==> config.mk <==
export PLATFORM = sky130hd
export DESIGN_NAME = htb_ram
export DESIGN_NICKNAME = d
export VERILOG_FILES = /design/src/sv/htb_ram.sv
export SDC_FILE = /design/constraint.sdc
export NUM_CORES = 1
export LEC_CHECK = 0
export ABC_AREA = 1
export BUFFER_PORTS_ARGS = -buffer_cell sky130_fd_sc_hd__buf_2
export CAP_MARGIN = 15
export CORE_MARGIN = 2
export CORE_UTILIZATION = 45
export CTS_CLUSTER_SIZE = 10
export DETAILED_ROUTE_END_ITERATION = 8
export PLACE_DENSITY = 0.62
export REMOVE_ABC_BUFFERS = 1
export SETUP_SLACK_MARGIN = 0.1
export SLEW_MARGIN = 10
export SYNTH_ARGS = -nofsm -noshare
export SYNTH_HDL_FRONTEND = slang
export SYNTH_SLANG_ARGS = --single-unit
==> constraint.sdc <==
create_clock -name clk -period 0.9 [get_ports clk]
set_input_delay 0.045 -clock clk [delete_from_list [all_inputs] [get_ports clk]]
set_output_delay 0.045 -clock clk [all_outputs]
set_load 0.05 [all_outputs]
==> src/sv/htb_ram.sv <==
// generic single write, single registered read memory
// no dependencies
module htb_ram #(
	parameter int WIDTH = 8,
	parameter int DEPTH = 16
) (
	input logic clk,
	input logic we,
	input logic [$clog2(DEPTH)-1:0] waddr,
	input logic [WIDTH-1:0] wdata,
	input logic [$clog2(DEPTH)-1:0] raddr,
	output logic [WIDTH-1:0] rdata
);
	logic [WIDTH-1:0] mem [DEPTH];
	always_ff @(posedge clk) begin
		if (we) mem[waddr] <= wdata;
		rdata <= mem[raddr];
	end
endmodule

Yosys cells after proc, flatten, opt, wreduce, memory -nomap -nowiden
Memory sizes are Yosys's and may differ from the RTL's. A register that Yosys moved wholly into a read port is not among the register bits. Index checks and enable logic that the tools add are counted. Widths: inputs -> output; s select.

Bits in writable memories: 128. Memories kept: 1. Register bits: 0. Logic and storage cells: 3. Memory bits (read-only): 0. Output and inout bits: 8. Latch bits: 0.

Divide/modulo/power cells: 0. Multipliers: 0. Mux-type cells: 2. Magnitude comparators: 0. Eq/ne operators: 0. $add $sub $neg: 0. Reduce and logical (&&, ||, !) cells: 0. Shift-type cells: 0. Bitwise logic cells: 0.

Memory list: mem (depth 16, width 8, read ports 1, clocked after memory_dff 1, wr ports 1, RTL line 14) `logic [WIDTH-1:0] mem [DEPTH];`.

Operators with widths (count): $mux 1 (2).

Depth between registers and ports, before layout
Gate-level depths: netlist of the first run.

Depth after elaboration: 2. Gate-level depth with buffers: 8.

Worst setup path after synthesis of the first run
OpenSTA, ideal clock, no wires.

Path kind: input to register. Start point: in waddr[3]. End point: mem mem[4][0] (enable). Cell stages on the path: 2. Setup time: 0.370 ns. Path slack: -0.096 ns. Path buffers: 0. Data arrival time: 0.626 ns. Path through: nand3b_1 > nor2_1.

RTL lines: start, declared (RTL line 9) `input logic [$clog2(DEPTH)-1:0] waddr,`; end, declared (RTL line 14).

Straight into the memory's write port.

==> reports/qor.txt, run 1 <==
CP Cell Sequence: inv_1 -> nand2_1 -> nand3_1 -> nand3_2 -> nand3_1 -> nand2_1
Simple-gate area share of the yosys netlist: 0.210
Final Max Slew Viols: 0
Worst path max stage delay: 0.38 ns
Detailed Routing Iterations Pass 1: 6
Crit path depth: 6
DR WL/cell: 15.7 um
Largest net degree at the start of global routing: 65
Worst setup SP type: flop
Outcome: finished, violations left
Gr usage total: 0.192
Hold Crit Start: raddr[2]
F_max: 1.06 GHz
CTS hold repair buffers: 0
Cell taking the most area after synthesis: edfxtp_1
Worst r2r src: mem[9][7]$_DFFE_PP_
Initial antenna violation count: 0
Reg2Reg Setup Slack: -0.05 ns
I/O pins: 26
Max FO, Critical Path: 1
Post-route ant nets: 0
Die W: 117 um
Min-Delay Endpoint: rdata[4]$_DFF_P_
Diode count: 0
H-Tree Depth: 4
Worst min path class: in2reg
Largest family of logic cells by synthesized area: simple AND/OR/NAND/NOR gates
Failing checks: negative setup slack
Synth top area cells: edfxtp_1, nand2_1, nand3_1, inv_1, dfxtp_1
Adder-Cell Fraction of Synth Area: 0
Compound-cell area share of the yosys netlist: 0
Multi-input logic area: 0.00147 mm^2
Slowest cell on crit path: edfxtp_1
Mux contribution to synthesized area: 0
Setup CP Type: reg2reg
Final core utilization: 0.573
CTS root buffer: clkbuf_16
Endpoint type of the worst setup path: flop
DR DRC count: 0
Max Buffers Root-to-Sink: 2
Worst-path clk slew: 0.06 ns
Synthesized area per cell: 10.5 um^2
Wire length of the first global-routing pass: 19000 um
WHS Path Cells: 4
Tot Pwr: 15.5 mW
Initial Util: 0.459
Synth-to-Final Area Change: 24.8%
Cell Area, Placed: 0.00624 mm^2
Reg2Reg Capture Point: rdata[7]$_DFF_P_
Setup Buffers After CTS: 0
Share of layout cells above drive strength 1: 0.244
Met3 Track Usage GR: 0.0422
CORE AREA: 0.0126 mm^2
PnR worst setup slack: -0.0458 ns
Met2 Use GR: 0.323
Req. time, crit path: 1.20 ns
RD Place Congestion: 0.804
Number of clock sinks: 136
Setup TNS: -0.331 ns
GRT overflow: 0
FP Rows: 41
TritonCTS Buffers: 17
Clock skew: 0.00645 ns
CP top delay family: simple AND/OR/NAND/NOR gates
Final instance area: 0.00720 mm^2
Drt total wl: 12400 um
RSZ-0062 raised after global routing: true
Global routing's busiest layer: met2
Met1 usage: 0.234
Register area share after synthesis: 0.694
Clock Latency Late Sink: 0.41 ns
Hold Vio Cnt, Final: 0
FF+latch area: 0.00401 mm^2
Yosys warns: 0
PortBufs: 25
Nets: 619
Fin Hold WS: 0.0246 ns
CTS tree: built
WP data arrival: 1.24 ns
Fill count: 1021
Die area: 0.0137 mm^2
Share of the synthesized area in the top cell type: 0.667
Pwr/cell area: 2150 mW/mm^2
Worst-Margin Slew: 0.383 ns
Final HPWL DP: 7630 um
Vias in the first global route: 3766
Die height: 117 um
R2R depth: 6
First DRT Iteration DRCs: 333
Crit path buffers/inverters: 1
# setup viols final: 14
Slew HR: 0.744
Netlist cell types: 12
Synth Area in XOR/XNOR: 0
DR vias/cell: 4.85
Final Critical Period: 0.946 ns
Synthesized flop and latch total: 136
Vias: 3810
Max-Cap Viols: 0
Area of the mapped netlist: 0.00577 mm^2
Post-Synthesis Cells: 551
Max VDD drop: 1400 uV
Pleak: 3.11 nW
Final period util: 1.05
state kept, by name, summed over array words and instances, names as in the netlist:
signal / flops
mem: 128
rdata: 8
worst max path at each step:
stage	start	end	slack, ns
detailed placement	waddr[2]	mem[10][0]$_DFFE_PP_	-0.19
global route	mem[7][7]$_DFFE_PP_	rdata[7]$_DFF_P_	-0.12
global placement	waddr[2]	mem[10][4]$_DFFE_PP_	-0.19
finish	mem[9][7]$_DFFE_PP_	rdata[7]$_DFF_P_	-0.05
CTS	rdata[6]$_DFF_P_	rdata[6]	-0.06
floorplan	raddr[0]	rdata[2]$_DFF_P_	-0.13
routing by layer:
| layer | share of wire | wire length [um] |
|---|---|---|
| met3 | 0.030 | 371 |
| met1 | 0.43 | 5310 |
| met2 | 0.52 | 6400 |
| met4 | 0.023 | 289 |
| met5 | 0 | 0 |
cells by family (layout without fill, tap and decap cells):
| family | after synthesis | in the layout |
|---|---|---|
| flip-flops | 136 | 136 |
| buffers and inverters | 126 | 189 |
| AND/OR/NAND/NOR | 289 | 289 |
cells in the final DEF, fill, tap and decap left out:
cell	instances
nand2_1	167
edfxtp_1	128
inv_1	99
nand3_2	49
nand3_1	48
buf_4	24
nor2_1	17
clkbuf_16	17
buf_2	17
dfxtp_2	8
buf_8	7
nand2_2	6
buf_12	6
clkinvlp_4	4
bufinv_16	4
inv_2	3
clkinv_2	3
nand3b_1	2
clkinv_1	2
clkinv_4	1
clkbuf_1	1
buf_6	1
worst register-to-register path, cell delays in order (launching register included):
cell      delay (ns)
edfxtp_1        0.38
inv_1           0.07
nand2_1         0.05
nand3_1         0.09
nand3_2         0.07
nand3_1         0.10
nand2_1         0.07
cells in the mapped netlist:
cell      count
nand2_1     173
edfxtp_1    128
inv_1       100
nand3_1      97
nor2_1       17
buf_2        13
dfxtp_1       8
buf_6         6
buf_4         4
inv_2         2
nand3b_1      2
buf_1         1
power breakdown:
group          leakage (nW)  total (mW)  internal, mW  switching [mW]
clock                 0.287        7.10          4.59            2.50
combinational          1.60        1.21         0.415           0.793
sequential             1.22        7.15          7.09          0.0549
metrics by stage:
step / instances / worst slack, ns
global route: 786 / -0.121
floorplan: 527 / -0.125
CTS: 786 / -0.0551
detailed placement: 754 / -0.194
global placement: 754 / -0.186
finish: 786 / -0.0458
area by class of cell:
class | instances | area share
Sequential cell | 136 | 0.558
Multi-Input combinational cell | 289 | 0.205
Timing Repair Buffer | 55 | 0.0697
Clock buffer | 18 | 0.0596
Inverter | 102 | 0.0532
Tap cell | 172 | 0.0299
Clock inverter | 14 | 0.0252
timing repair:
item / CTS / global route
resized for setup: 42 / 45
cloned: 0 / 0
setup endpoints to repair: 16 / 16
pin swaps: 36 / 27
Power figures use the tool's default switching activity.
==> run 2, diff against run 1 <==
--- a/config.mk
+++ b/config.mk
@@ -12,7 +12,7 @@
 export CORE_UTILIZATION = 45
 export CTS_CLUSTER_SIZE = 10
 export DETAILED_ROUTE_END_ITERATION = 8
-export PLACE_DENSITY = 0.62
+export PLACE_DENSITY = 0.59
 export REMOVE_ABC_BUFFERS = 1
 export SETUP_SLACK_MARGIN = 0.1
 export SLEW_MARGIN = 10
==> constraint.sdc (replaced) <==
create_clock -name clk -period 1.2 [get_ports clk]
set_input_delay 0.06 -clock clk [delete_from_list [all_inputs] [get_ports clk]]
set_output_delay 0.06 -clock clk [all_outputs]
set_load 0.05 [all_outputs]
==> reports/qor.txt, run 2 (synthesized netlist as in run 1, its figures left out) <==
Outcome: complete, no violations (was finished, violations left)
TritonCTS Buffers: 17 (unchanged)
Final Critical Period: 1.05 ns
Die area: 0.0137 mm^2 (unchanged)
Largest register FFs: 128 (unchanged)
Top Registers: mem: 128 flops, rdata: 8 flops (unchanged)
Crit path buffers/inverters: 1 (unchanged)
Wire length of the first global-routing pass: 20900 um (was 19000 um)
CP Cell Sequence: buf_2 (was inv_1 -> nand2_1 -> nand3_1 -> nand3_2 -> nand3_1 -> nand2_1)
Final core utilization: 0.543 (was 0.573)
Post-Place Worst Slack: 0.0156 ns (was -0.194 ns)
Worst-Margin Slew: 0.378 ns (was 0.383 ns)
I/O pins: 26 (unchanged)
PortBufs: 25 (unchanged)
DR WL/cell: 16.9 um (was 15.7 um)
RSZ-0062 raised after global routing: false (was true)
Setup TNS: 0 ns (was -0.331 ns)
Final Max Slew Viols: 0 (unchanged)
Hold Vio Cnt, Final: 0 (unchanged)
Setup CP Type: reg2out (was reg2reg)
Slew HR: 0.748 (was 0.744)
Pleak: 2.97 nW (was 3.11 nW)
DR vias/cell: 5.00 (was 4.85)
Worst setup SP type: flop (unchanged)
# setup viols final: 0 (was 14)
P_int: 8.61 mW (was 12.1 mW)
Tot Pwr: 11.2 mW (was 15.5 mW)
Max VDD drop: 981 uV (was 1400 uV)
Max Buffers Root-to-Sink: 2 (unchanged)
Reg power frac: 0.477 (was 0.462)
Nets: 618 (was 619)
CTS root buffer: clkbuf_16 (unchanged)
Worst min path class: in2reg (unchanged)
F_max: 0.953 GHz
Commonest non-fill, non-tap cell in the layout: nand2_1 (unchanged)
GRT overflow: 0 (unchanged)
Max FO, Critical Path: 1 (unchanged)
RD Place Congestion: 0.800 (was 0.804)
Clock Latency Late Sink: 0.42 ns (was 0.41 ns)
CTS hold repair buffers: 0 (unchanged)
R2R depth: 6 (unchanged)
Share of layout cells above drive strength 1: 0.142 (was 0.244)
FP Rows: 41 (unchanged)
Post-route ant nets: 0 (unchanged)
P_sw: 2.59 mW (was 3.35 mW)
Die W: 117 um (unchanged)
Worst-path clk slew: 0.06 ns (about the same)
Largest net degree at the start of global routing: 65 (unchanged)
Critical path origin: rdata[3]$_DFF_P_ (was mem[9][7]$_DFFE_PP_)
Reg2Reg Setup Slack: 0.21 ns (was -0.05 ns)
Die height: 117 um (unchanged)
Vias: 3927 (was 3810)
Endpoint type of the worst setup path: output port (was flop)
CTS tree: built (unchanged)
First DRT Iteration DRCs: 393 (was 333)
Fin Hold WS: 0.0367 ns (was 0.0246 ns)
Vias in the first global route: 3833 (was 3766)
Initial antenna violation count: 1 (was 0)
Req. time, crit path: 1.14 ns (was 1.20 ns)
Final HPWL DP: 8220 um (was 7630 um)
DR DRC count: 0 (unchanged)
Most flops, register: mem (unchanged)
Detailed Routing Iterations Pass 1: 6 (unchanged)
PnR worst setup slack: 0.151 ns (was -0.0458 ns)
Clock skew: 0.00948 ns (was 0.00645 ns)
Worst path max stage delay: 0.31 ns (was 0.38 ns)
Slowest cell on crit path: dfxtp_1 (was edfxtp_1)
Pwr/cell area: 1640 mW/mm^2 (was 2150 mW/mm^2)
H-Tree Depth: 4 (unchanged)
Final period util: 0.874
Worst r2r src: mem[15][6]$_DFFE_PP_ (was mem[9][7]$_DFFE_PP_)
Sw Ratio: 0.231 (was 0.217)
Gr usage total: 0.212 (was 0.192)
Crit path to: rdata[3] (was rdata[7]$_DFF_P_)
Reg2Reg Capture Point: rdata[6]$_DFF_P_ (was rdata[7]$_DFF_P_)
Max-Cap Viols: 0 (unchanged)
Crit path depth: 1 (was 6)
Most frequent cells in the layout: nand2_1, edfxtp_1, inv_1 (unchanged)
Initial Util: 0.459 (unchanged)
WP data arrival: 0.99 ns (was 1.24 ns)
CORE AREA: 0.0126 mm^2 (unchanged)
Clock share of power: 0.452 (was 0.459)
Drt total wl: 13300 um (was 12400 um)
Synth-to-Final Area Change: 18.3% (was 24.8%)
Comb pwr share: 0.071 (was 0.078)
Number of clock sinks: 136 (unchanged)
CP top delay family: flip-flops (was simple AND/OR/NAND/NOR gates)
-- run 2: power groups by stage --
| stage | Combinational [mW] | Clock [mW] | Sequential (mW) |
|---|---|---|---|
| after detailed placement | 0.782 | 0 | 5.44 |
| final | 0.791 | 5.07 | 5.34 |
| after global placement | 0.766 | 0 | 5.44 |
| after floorplan | 0.287 | 0 | 5.54 |
| after CTS | 0.798 | 5.13 | 5.34 |
| after global routing | 0.874 | 5.34 | 5.35 |
-- run 2: area by class of cell --
type,instances,area [um^2]
antenna,1,2.50
tap,172,215
multi-input combinational,289,1210
fill,1077,5740
clock buffer,18,429
inverter,102,383
timing repair buffer,54,428
clock inverter,14,149
sequential,136,4000
-- run 2: how the worst min path moves through the flow --
stage,cells past startpoint,startpoint,slack [ns],to
2_1_floorplan,0,wdata[0],0.16,mem[0][0]$_DFFE_PP_
3_3_place_gp,1,wdata[5],0.47,mem[8][5]$_DFFE_PP_
3_5_place_dp,1,wdata[5],0.48,mem[10][5]$_DFFE_PP_
4_1_cts,1,wdata[5],0.03,mem[10][5]$_DFFE_PP_
5_1_grt,1,wdata[5],0.05,mem[9][5]$_DFFE_PP_
6_report,1,wdata[5],0.04,mem[10][5]$_DFFE_PP_
-- run 2: routing by layer --
| layer | vias up | share of wire | track usage |
|---|---|---|---|
| met5 | - | 0 | 0 |
| met4 | 0 | 0.027 | 0.103 |
| met3 | 27 | 0.053 | 0.0371 |
| met2 | 117 | 0.50 | 0.343 |
| met1 | 1910 | 0.42 | 0.278 |
| li1 | 1873 | - | - |
-- run 2: timing repair --
action	CTS	global route
endpoints found under the setup margin	4	0
buffers inserted	0	0
resized for setup	4	0
-- run 2: stage by stage --
| step | cells | cell area (um^2) |
|---|---|---|
| global route | 786 | 6820 |
| floorplan | 527 | 5600 |
| global placement | 753 | 6230 |
| CTS | 785 | 6820 |
| detailed placement | 753 | 6230 |
| finish | 786 | 6820 |
